<file path="src/rtl/pfb_pkg.sv">
// shared types, codes and arithmetic for the pixel format converter
`default_nettype none

package pfb_pkg;

    localparam int unsigned ByteWidth     = 8;
    localparam int unsigned SrcBytes      = 4;
    localparam int unsigned DataWidth     = ByteWidth * SrcBytes;
    localparam int unsigned FormatWidth   = 3;
    localparam int unsigned CfgIndexWidth = 2;
    localparam int unsigned CfgDataWidth  = 3;

    localparam logic [ByteWidth-1:0] ChannelMax = 8'hFF;
    localparam logic [ByteWidth-1:0] ChannelMin = 8'h00;

    typedef enum logic [FormatWidth-1:0] {
        FMT_XRGB32   = 3'd0,
        FMT_ARGB32   = 3'd1,
        FMT_RGB555   = 3'd2,
        FMT_ARGB1555 = 3'd3,
        FMT_RGB565   = 3'd4,
        FMT_RGB24    = 3'd5
    } src_format_t;

    typedef enum logic [CfgIndexWidth-1:0] {
        CFG_SOURCE_FORMAT = 2'd0,
        CFG_BIG_ENDIAN    = 2'd1,
        CFG_PREMULTIPLY   = 2'd2
    } cfg_index_t;

    typedef struct packed {
        logic [FormatWidth-1:0] source_format;
        logic                   big_endian;
        logic                   premultiply;
    } cfg_t;

    // blue in the low byte, alpha in the high byte
    typedef struct packed {
        logic [ByteWidth-1:0] alpha;
        logic [ByteWidth-1:0] red;
        logic [ByteWidth-1:0] green;
        logic [ByteWidth-1:0] blue;
    } bgra_t;

    // floor(c * a / 255), exact for every 16-bit product
    function automatic logic [ByteWidth-1:0] premul_div255(
        input logic [ByteWidth-1:0] c,
        input logic [ByteWidth-1:0] a
    );
        logic [2*ByteWidth-1:0] prod;
        logic [2*ByteWidth:0]   sum;
        prod = 16'(c) * 16'(a);
        sum  = {1'b0, prod} + 17'(prod[2*ByteWidth-1:ByteWidth]) + 17'd1;
        return sum[2*ByteWidth-1:ByteWidth];
    endfunction

endpackage

`default_nettype wire

</file>
<file path="src/rtl/pfb_cfg_regs.sv">
// configuration register file of the pixel format converter
`default_nettype none

module pfb_cfg_regs
    import pfb_pkg::*;
(
    input  wire logic                     aclk,
    input  wire logic                     aresetn,
    input  wire logic                     cfg_we,
    input  wire logic [CfgIndexWidth-1:0] cfg_addr,
    input  wire logic [CfgDataWidth-1:0]  cfg_wdata,
    output cfg_t                          cfg
);

    cfg_t cfg_reg;
    cfg_t cfg_next;

    always_comb begin
        cfg_next = cfg_reg;
        if (cfg_we) begin
            unique case (cfg_addr)
                CFG_SOURCE_FORMAT: cfg_next.source_format = cfg_wdata;
                CFG_BIG_ENDIAN:    cfg_next.big_endian    = cfg_wdata[0];
                CFG_PREMULTIPLY:   cfg_next.premultiply   = cfg_wdata[0];
                default:           cfg_next = cfg_reg;
            endcase
        end
    end

    always_ff @(posedge aclk) begin
        if (!aresetn) begin
            cfg_reg.source_format <= FMT_XRGB32;
            cfg_reg.big_endian    <= 1'b1;
            cfg_reg.premultiply   <= 1'b0;
        end else begin
            cfg_reg <= cfg_next;
        end
    end

    assign cfg = cfg_reg;

endmodule

`default_nettype wire

</file>
<file path="src/rtl/pfb_convert.sv">
// unpacks one source pixel and builds the bgra8 result
`default_nettype none

module pfb_convert
    import pfb_pkg::*;
(
    input  wire cfg_t            cfg,
    input  wire logic [DataWidth-1:0] src,
    output bgra_t                pix
);

    logic [ByteWidth-1:0]   b0, b1, b2, b3;
    logic [2*ByteWidth-1:0] word;
    bgra_t                  res;

    assign b0 = src[ByteWidth-1:0];
    assign b1 = src[2*ByteWidth-1:ByteWidth];
    assign b2 = src[3*ByteWidth-1:2*ByteWidth];
    assign b3 = src[4*ByteWidth-1:3*ByteWidth];

    assign word = cfg.big_endian ? {b0, b1} : {b1, b0};

    always_comb begin
        res       = '0;
        res.alpha = ChannelMax;
        unique case (cfg.source_format) inside
            FMT_ARGB32: begin
                if (cfg.big_endian) begin
                    res.alpha = b0;
                    res.red   = b1;
                    res.green = b2;
                    res.blue  = b3;
                end else begin
                    res.alpha = b3;
                    res.red   = b2;
                    res.green = b1;
                    res.blue  = b0;
                end
                if (cfg.premultiply) begin
                    res.red   = premul_div255(res.red, res.alpha);
                    res.green = premul_div255(res.green, res.alpha);
                    res.blue  = premul_div255(res.blue, res.alpha);
                end
            end
            FMT_RGB555, FMT_ARGB1555: begin
                res.red   = {word[14:10], 3'b000};
                res.green = {word[9:5], 3'b000};
                res.blue  = {word[4:0], 3'b000};
                if (cfg.source_format == FMT_ARGB1555) begin
                    res.alpha = word[15] ? ChannelMax : ChannelMin;
                    // clear alpha bit zeroes the colour when premultiplying
                    if (cfg.premultiply && !word[15]) begin
                        res.red   = ChannelMin;
                        res.green = ChannelMin;
                        res.blue  = ChannelMin;
                    end
                end
            end
            FMT_RGB565: begin
                res.red   = {word[15:11], 3'b000};
                res.green = {word[10:5], 2'b00};
                res.blue  = {word[4:0], 3'b000};
            end
            FMT_RGB24: begin
                if (cfg.big_endian) begin
                    res.red   = b0;
                    res.green = b1;
                    res.blue  = b2;
                end else begin
                    res.red   = b2;
                    res.green = b1;
                    res.blue  = b0;
                end
            end
            default: begin
                // xrgb32 and unassigned codes
                if (cfg.big_endian) begin
                    res.red   = b1;
                    res.green = b2;
                    res.blue  = b3;
                end else begin
                    res.red   = b2;
                    res.green = b1;
                    res.blue  = b0;
                end
            end
        endcase
    end

    assign pix = res;

endmodule

`default_nettype wire

</file>
<file path="src/rtl/pixel_format_to_bgra8.sv">
// Pixel format converter: raw source pixels in, BGRA 8:8:8:8 pixels out.
// s_tdata carries the four source bytes in memory order, byte 0 lowest;
// m_tdata carries blue, green, red, alpha from the lowest byte up.
// One result request is produced for every accepted source request.
// The cfg port writes source format, byte order and premultiply, one
// register per write; change it only while no request is in flight.
// A request passes through one input register, the conversion logic, then
// one output register before m_tvalid. Throughput is one pixel per cycle
// while m_tready stays high, set by the single conversion stage with its
// three 8x8 premultiply multipliers.
// When m_tready is low the output register holds its request and the input
// register can still take one more, so s_tready drops only when both are
// full. Synchronous active-low reset empties both registers and restores
// xRGB32, big-endian, premultiply off.
`default_nettype none

module pixel_format_to_bgra8
    import pfb_pkg::*;
(
    input  wire logic                     aclk,
    input  wire logic                     aresetn,
    input  wire logic                     s_tvalid,
    output logic                          s_tready,
    // src_byte_0, src_byte_1, src_byte_2, src_byte_3
    input  wire logic [DataWidth-1:0]     s_tdata,
    output logic                          m_tvalid,
    input  wire logic                     m_tready,
    // blue_out, green_out, red_out, alpha_out
    output logic [DataWidth-1:0]          m_tdata,
    input  wire logic                     cfg_we,
    input  wire logic [CfgIndexWidth-1:0] cfg_addr,
    input  wire logic [CfgDataWidth-1:0]  cfg_wdata
);

    cfg_t                 cfg;
    bgra_t                conv_pix;
    logic                 out_ready;

    logic                 in_valid_reg;
    logic                 in_valid_next;
    logic [DataWidth-1:0] in_data_reg;
    logic                 out_valid_reg;
    logic                 out_valid_next;
    bgra_t                out_data_reg;

    pfb_cfg_regs u_cfg_regs (
        .aclk      (aclk),
        .aresetn   (aresetn),
        .cfg_we    (cfg_we),
        .cfg_addr  (cfg_addr),
        .cfg_wdata (cfg_wdata),
        .cfg       (cfg)
    );

    pfb_convert u_convert (
        .cfg (cfg),
        .src (in_data_reg),
        .pix (conv_pix)
    );

    assign out_ready = !out_valid_reg || m_tready;
    assign s_tready  = !in_valid_reg || out_ready;

    always_comb begin
        in_valid_next  = s_tready ? s_tvalid : in_valid_reg;
        out_valid_next = out_ready ? in_valid_reg : out_valid_reg;
    end

    always_ff @(posedge aclk) begin
        if (!aresetn) begin
            in_valid_reg  <= 1'b0;
            out_valid_reg <= 1'b0;
        end else begin
            in_valid_reg  <= in_valid_next;
            out_valid_reg <= out_valid_next;
        end
    end

    always_ff @(posedge aclk) begin
        if (s_tready && s_tvalid) begin
            in_data_reg <= s_tdata;
        end
        if (out_ready && in_valid_reg) begin
            out_data_reg <= conv_pix;
        end
    end

    assign m_tvalid = out_valid_reg;
    assign m_tdata  = out_data_reg;

endmodule

`default_nettype wire

</file>
<file path="config.mk">
export PLATFORM = sky130hd
export DESIGN_NAME = pixel_format_to_bgra8
export DESIGN_NICKNAME = d
export VERILOG_FILES = /design/src/rtl/pfb_pkg.sv /design/src/rtl/pfb_cfg_regs.sv /design/src/rtl/pfb_convert.sv /design/src/rtl/pixel_format_to_bgra8.sv
export SDC_FILE = /design/constraint.sdc
export NUM_CORES = 1
export LEC_CHECK = 0
export ABC_AREA = 0
export BUFFER_PORTS_ARGS = -buffer_cell sky130_fd_sc_hd__buf_4
export CAP_MARGIN = 20
export CORE_MARGIN = 2
export CORE_UTILIZATION = 61
export DETAILED_ROUTE_END_ITERATION = 10
export PLACE_DENSITY = 0.89
export SYNTH_ARGS = -nofsm -noshare
export SYNTH_HDL_FRONTEND = slang
export SYNTH_SLANG_ARGS = --single-unit
</file>
<file path="constraint.sdc">
create_clock -name aclk -period 10.2 [get_ports aclk]
set_clock_uncertainty 0.05 [all_clocks]
set_input_delay 0.51 -clock aclk [delete_from_list [all_inputs] [get_ports aclk]]
set_output_delay 0.51 -clock aclk [all_outputs]
set_load 0.1 [all_outputs]
</file>
[Yosys cells after proc, flatten, opt, wreduce, memory -nomap -nowiden]
Index checks and enable logic that the tools add are counted.
Storage, ports and cells
  flip-flop bits (word level): 71
  bits of input ports: 42
  output and inout bits: 34
  logic and storage cells: 50
Cells by class
  add/subtract/negate cells: 6
  multipliers: 3
  equality and inequality tests: 7
  multiplexer cells: 11
  reductions and logical operators: 13
Operators with widths (count)
  $mux W24: 4
  $mux W32: 3
  $pmux W24 S4: 1
  $add A16 B1 Y16 const B: 3
  $add A16 B8 Y16: 3
  $mul A8 B8 Y16: 3
  $mux W16: 1
  $pmux W8 S2: 1
  $mux W8: 1
  $eq A3 B2 Y1 const B: 2
  $eq A3 B3 Y1 const B: 2
  $reduce_and A2 Y1: 3
  $eq A3 B1 Y1 const B: 1
  $logic_and A1 B1 Y1: 3
  $logic_not A1 Y1: 3
  $eq A2 B1 Y1 const B: 1
  $eq A2 B2 Y1 const B: 1
  $logic_not A2 Y1: 1
  $logic_or A1 B1 Y1: 2
  $reduce_or A2 Y1: 1

[Depth between registers and ports, before layout]
Gate-level depths: netlist (run 1).
  depth in word-level cells: 7
  gate-level depth with buffers: 31
  gate-level depth less buffers: 28

[By module]
From an unflattened synthesis (run 1), not the netlist that was laid out.
Second synthesis, totals
  cell total of the unflattened synthesis: 1260
  area total of the unflattened synthesis: 11078.1 sq um
Modules (own cells, without submodules)
  pfb_convert: times used 1, cells each 1164, area an instance 8824.7 sq um, sequential area each 0.0 sq um
  pixel_format_to_bgra8: times used 1, cells each 73, area an instance 2025.7 sq um, sequential area each 1961.9 sq um
  pfb_cfg_regs: times used 1, cells each 23, area an instance 227.7 sq um, sequential area each 100.1 sq um

[Least setup slack after synthesis (run 1)]
No wires, ideal clock.
  kind: reg-to-reg
  from: register u_cfg_regs.cfg_reg (netlist bit u_cfg_regs.cfg[1])
  to: register out_data_reg (netlist bit m_tdata[19]) (data pin)
  library setup time: 254 ps
  arrival: 7501 ps
  data required time: 9896 ps
  setup slack: 2395 ps
  stages on the path, launching flop included: 30
  path buffers: 5
  period minus slack after synthesis: 7805 ps
  path through: dfxtp_1 clkbuf_1 buf_1 clkbuf_1 buf_1 mux2i_1 clkbuf_1 nor2_1 fa_1 fa_1 fa_1 inv_1 fa_1 inv_1 ha_1 a21o_1 a21o_1 or2_2 a31o_2 a21oi_1 xnor2_1 ha_1 nor2b_1 nand2_1 a221oi_1 o221ai_1 a21boi_0 nand2_1 xnor2_1 a21o_1
RTL lines
  start, declared: RTL line pfb_cfg_regs.sv:15  | cfg_t cfg_reg;
  start signal, assigned: RTL line pfb_cfg_regs.sv:36  | cfg_reg <= cfg_next;
  end signal, assigned: RTL line pixel_format_to_bgra8.sv:84  | out_data_reg <= conv_pix;
  end, declared: RTL line pixel_format_to_bgra8.sv:44  | bgra_t out_data_reg;

==> impl_metrics.toml, run 1 <==
[routing]
wl_um = 31200
ant_nets = 0
dr.first_iter.drc_count = 1388
drt_pass1_iterations = 7
vias = 9956
wl_per_cell_um = 20.2
via_per_inst = 6.46
drc = 0

[sta]
hold_violations = 0
rsz0062_at_grt = "no"
fin_ws_ps = 1680
fin_crit_ps = 8520
relSlewSlack = 0.227
finalSetupViolations = 0
finalCritPeriodShare = 0.835
fin_setup_tns_ps = 0
max_freq_ghz = 0.117
finalMaxSlewViolations = 0
worstMarginPinSlew_ps = 1130

[critical_path]
crit_slowest_cell = "mux2i_1"
cpPeakStageDelay_ps = 970
cp.arrival_ps = 8640
cpMostUsedCell = "fa_1"
required_ps = 10320
worstSetupPathType = "flip-flop to flip-flop"
crit_path_start_kind = "flip-flop"
endpoint_kind = "flip-flop"
cp_max_fo = 39

[place]
port-buffer-count = 75
pre_cts_ws_ps = 1920
place_area_mm2 = 0.0119
post-dp-hpwl_um = 24100
globalplace.congestion = 1.01

[synth]
yosys-top-cells-count = "nor2_1, inv_1, ha_1, fa_1, a21oi_1"
synth_most_common_cell = "nor2_1"
netlist_instances = 1249
syn_area_per_cell_um2 = 8.87
synth_top_cell_by_area = "fa_1"
synth_top_cell_area_share = 0.195
synth-async-reset-ratio = 0
synthFlopType = "edfxtp_1"
synth-seq-area-share = 0.186
synth_area_mm2 = 0.0111
synth_edf_count = 64
synth_nets = 1528
ys_seq_elements = 71
ys_types = 90
synth_top_cells_by_area = "fa_1, edfxtp_1, ha_1, nor2_1, inv_1"
yosysWarnings = 0

[final_layout]
layout-drive-gt1-share = 0.132
final_util = 0.683
final_cell_area_mm2 = 0.0122
layout.nets = 1587
antenna_cells = 0
area_growth_pct = 10.3

[floorplan]
die_height_um = 139
fp.coreArea_mm2 = 0.0179
row_count = 49
initial_core_util = 0.619
dieArea_mm2 = 0.0193
ios = 76
dieWidth_um = 139

[clock_network]
cts_tree = "done"
htreeDepth = 3
clkTransAtPathRegs_ps = 60
cts_resized = 0
cts_hold_buf = 0
root_buffer = "clkbuf_16"
ctsLongestPathBuffers = 2
clk_latency_ps = 350
cts-buffers-inserted = 9
cts.sinks = 71
cts_setup_buffers = 0

[power]
leakage_nw = 5.81
total_power_mw = 3.70
vdd_drop_max_mv = 0.294
power.density_mw_per_mm2 = 303

[job]
max_cap_viol_count = 0

[global_route]
grtUsageTotal = 0.326
grt_pass1_vias = 10100
grt_start_max_net_pins = 40
antenna_found_initial = 0
grt_pass1_wl_um = 50800
grt.overflow.total = 0

[hold_path]
hold_path.class = "input port to flip-flop"

[run_status]
outcome = "finished, final reports clean"
==> per-layer routing <==
| metal | vias to the layer above | GRT usage | part of all wire |
|---|---|---|---|
| met1 | 4698 | 0.432 | 0.38 |
| li1 | 4407 | - | - |
| met4 | 0 | 0.127 | 0.041 |
| met3 | 145 | 0.0894 | 0.12 |
| met2 | 706 | 0.514 | 0.46 |
| met5 | - | 0 | 0 |
==> worst max-delay path, delay by kind of cell, from the launching register on <==
| family | cells | cell delay, ps |
|---|---|---|
| AO/OA/AOI/OAI | 11 | 2390 |
| buffers and inverters | 4 | 800 |
| AND/OR/NAND/NOR | 2 | 300 |
| flip-flops | 1 | 860 |
| adder cells (fa/ha/maj) | 6 | 2580 |
| multiplexers | 1 | 970 |
| XOR/XNOR | 1 | 360 |
==> layout make-up <==
type                    instances  area (um^2)
multi-input cells             968         8230
fillers                      1379         5680
flip-flops and latches         71         2060
repair buffers                 88          661
inverters                     170          638
well taps                     229          287
clock buffers                  10          229
clock inverters                 6          116
==> placed cells by master (no fill, tap or decap), types with 37 or more instances in the layout <==
cell,Yosys,routed
fa_1,108,108
o21ai_0,52,52
buf_4,1,88
nand2_1,45,45
inv_1,168,168
edfxtp_1,64,64
a21oi_1,76,75
xnor2_1,37,37
ha_1,129,129
nor2_1,190,190
==> power by group <==
part	total [mW]	switching [mW]	internal [mW]
registers	0.360	0.0211	0.339
logic	2.97	1.79	1.18
clock network	0.374	0.133	0.241
total	3.70	1.94	1.76
==> final timing paths <==
check | from | end | slack [ps] | depth (start not counted)
min | s_tdata[13] | in_data_reg[13] | 290 | 1
min reg2reg | in_valid_reg | m_tvalid | 480 | 1
max reg2reg | u_cfg_regs.cfg[1] | m_tdata[10] | 1680 | 25
max | u_cfg_regs.cfg[1] | m_tdata[10] | 1680 | 25
==> metrics by stage <==
step                instances  hold WS (ps)
floorplan                1249           427
global placement         1526           464
detailed placement       1526           471
CTS                      1542           288
global route             1542           282
finish                   1542           286
==> logic make-up (layout without fill, tap and decap cells) <==
family	Yosys count	after routing	synth area share
muxes	24	24	0.0220
DFF	71	71	0.186
adders and majority gates	237	237	0.341
buffers and inverters	210	274	0.0746
xor gates and xnor gates	54	54	0.0439
and+or+nand+nor	366	366	0.156
AOI/OAI and AO/OA	287	287	0.177
(Power assumes the default switching activity.)
==> run 2, diff against run 1 <==
==> constraint.sdc (replaced) <==
create_clock -name aclk -period 8.6 [get_ports aclk]
set_clock_uncertainty 0.05 [all_clocks]
set_input_delay 0.43 -clock aclk [delete_from_list [all_inputs] [get_ports aclk]]
set_output_delay 0.43 -clock aclk [all_outputs]
set_load 0.1 [all_outputs]
==> run 2 against run 1 <==
Core utilization rose by 0.43 points. Sequential power up 17%. Global-route usage is 0.081 points lower. Worst setup slack got worse by 850 ps. Flip-flop and latch count did not move. Largest power group unchanged. Via count shrank 1.2%. Die area unchanged. Power grew 15%. Critical path depth grew 1. Sequential share of layout area down 0.10 points. Non-clock buffer count up 18.
==> impl_metrics.toml, run 2 (same netlist as run 1, synthesis figures left out) <==
[global_route]
grt_pass1_vias = 9950
grt_pass1_wl_um = 50600
antenna_found_initial = 0
grtUsageTotal = 0.325
grt.overflow.total = 0
grt_start_max_net_pins = 44

[floorplan]
initial_core_util = 0.619
fp.coreArea_mm2 = 0.0179
die_height_um = 139
dieWidth_um = 139
row_count = 49
dieArea_mm2 = 0.0193
ios = 76

[sta]
fin_setup_tns_ps = 0
fin_ws_ps = 832
rsz0062_at_grt = "no"
whs_ps = 205
relSlewSlack = 0.305
finalMaxSlewViolations = 0
fin_crit_ps = 7770
finalSetupViolations = 0
max_freq_ghz = 0.129
worstMarginPinSlew_ps = 1040
finalCritPeriodShare = 0.903
hold_violations = 0

[routing]
dr.first_iter.drc_count = 1102
drt_pass1_iterations = 6
wl_um = 30700
vias = 9835
via_per_inst = 6.30
ant_nets = 0
drc = 0
wl_per_cell_um = 19.7

[clock_network]
cts_setup_buffers = 0
clkTransAtPathRegs_ps = 60
root_buffer = "clkbuf_16"
cts_resized = 0
cts_hold_buf = 0
clk_latency_ps = 350
htreeDepth = 3
ctsLongestPathBuffers = 2
cts_tree = "done"
cts.sinks = 71
cts-buffers-inserted = 9

[final_layout]
num-fill-cells = 1407
layout-drive-gt1-share = 0.144
area_growth_pct = 11.0
layout.nets = 1605
layout_common_cells = "nor2_1, inv_1, ha_1, fa_1, buf_4"
final_common_cell = "nor2_1"
antenna_cells = 0

[power]
leakage_nw = 5.86
vdd_drop_max_mv = 0.341
power.density_mw_per_mm2 = 346
total_power_mw = 4.26
pwr-share-seq = 0.099
p_switching_mw = 2.24
swShare = 0.526
clockPowerShare = 0.085
p_int_mw = 2.02
combPwrFrac = 0.816

[place]
globalplace.congestion = 0.982
port-buffer-count = 75
pre_cts_ws_ps = 980
post-dp-hpwl_um = 24200

[critical_path]
cp.arrival_ps = 7880
worst-r2r-cell-count = 26
cp_max_fo = 17
endpoint_kind = "flip-flop"
required_ps = 8710
worstReg2RegEnd = "m_tdata[10]"
regToRegSetupSlack_ps = 830
worstSetupPathType = "flip-flop to flip-flop"
crit_path_start_kind = "flip-flop"
timing.rr.start = "u_cfg_regs.cfg[1]"

[hold_path]
min_from = "s_tdata[25]"
holdPathEnd = "in_data_reg[25]"
hold_path.class = "input port to flip-flop"
whs_path_depth = 1

[run_status]
outcome = "finished, final reports clean"

[job]
max_cap_viol_count = 0
[run 2: changes by cell type in the layout (fill, tap and decap cells not counted)]
cell        delta
buf_4         +18
clkinv_2       +1
inv_6          -2
clkinvlp_4     +1
bufinv_16      -3
clkinv_4       +1
clkbuf_8       +2
[run 2: how the worst max path moves through the flow]
| stage | from | end | slack [ps] | depth (start not counted) |
|---|---|---|---|---|
| 2_1_floorplan | u_cfg_regs.cfg[1] | m_tdata[19] | 800 | 29 |
| 3_3_place_gp | u_cfg_regs.cfg[1] | m_tdata[20] | 1280 | 25 |
| 3_5_place_dp | u_cfg_regs.cfg[1] | m_tdata[10] | 980 | 26 |
| 4_1_cts | u_cfg_regs.cfg[1] | m_tdata[10] | 960 | 26 |
| 5_1_grt | u_cfg_regs.cfg[1] | m_tdata[23] | 430 | 25 |
| 6_report | u_cfg_regs.cfg[1] | m_tdata[10] | 830 | 26 |
[run 2: cell type report]
type,count,area [um^2],share of cell area
Timing Repair Buffer,106,796,0.0647
Inverter,170,638,0.0519
Multi-Input combinational cell,968,8230,0.669
Tap cell,229,287,0.0233
Sequential cell,71,2060,0.168
Clock inverter,4,30.0,0.00244
Clock buffer,12,256,0.0209
[run 2: metrics by stage]
step / instance area [um^2] / cells / utilization
floorplan: 11100 / 1249 / -
global placement: 12000 / 1544 / 0.671
detailed placement: 12000 / 1544 / 0.671
CTS: 12300 / 1560 / 0.687
global route: 12300 / 1560 / 0.687
finish: 12300 / 1560 / 0.687
[run 2: power by group through the flow]
stage                     clock (mW)  sequential, mW  combinational (mW)
after floorplan                    0           0.481                2.62
after global placement             0           0.429                3.26
after detailed placement           0           0.428                3.39
after CTS                      0.364           0.422                3.42
after global routing           0.380           0.424                3.86
final                          0.363           0.423                3.47
[run 2: layer usage]
layer	share of wire	track usage	vias up	wire length (um)
met1	0.39	0.436	4652	11900
met4	0.039	0.116	0	1190
met3	0.10	0.0653	114	3150
met5	0	0	-	0
li1	-	-	4434	-
met2	0.47	0.530	635	14400
[run 2: critical path, cell delays in order (launching register included)]
cell	delay [ps]
dfxtp_2	360
clkinv_1	310
a21boi_2	860
buf_4	300
nor2_1	80
fa_1	460
fa_1	490
inv_1	50
fa_1	480
fa_1	510
inv_1	40
ha_1	330
o21a_1	140
a211oi_1	300
o21ai_0	140
a21o_1	220
xnor2_1	300
inv_1	160
ha_1	300
o21a_1	100
o21a_1	150
o21ai_0	220
o31ai_1	140
a211oi_1	510
o21ai_0	140
nor3b_1	170
o31ai_1	270
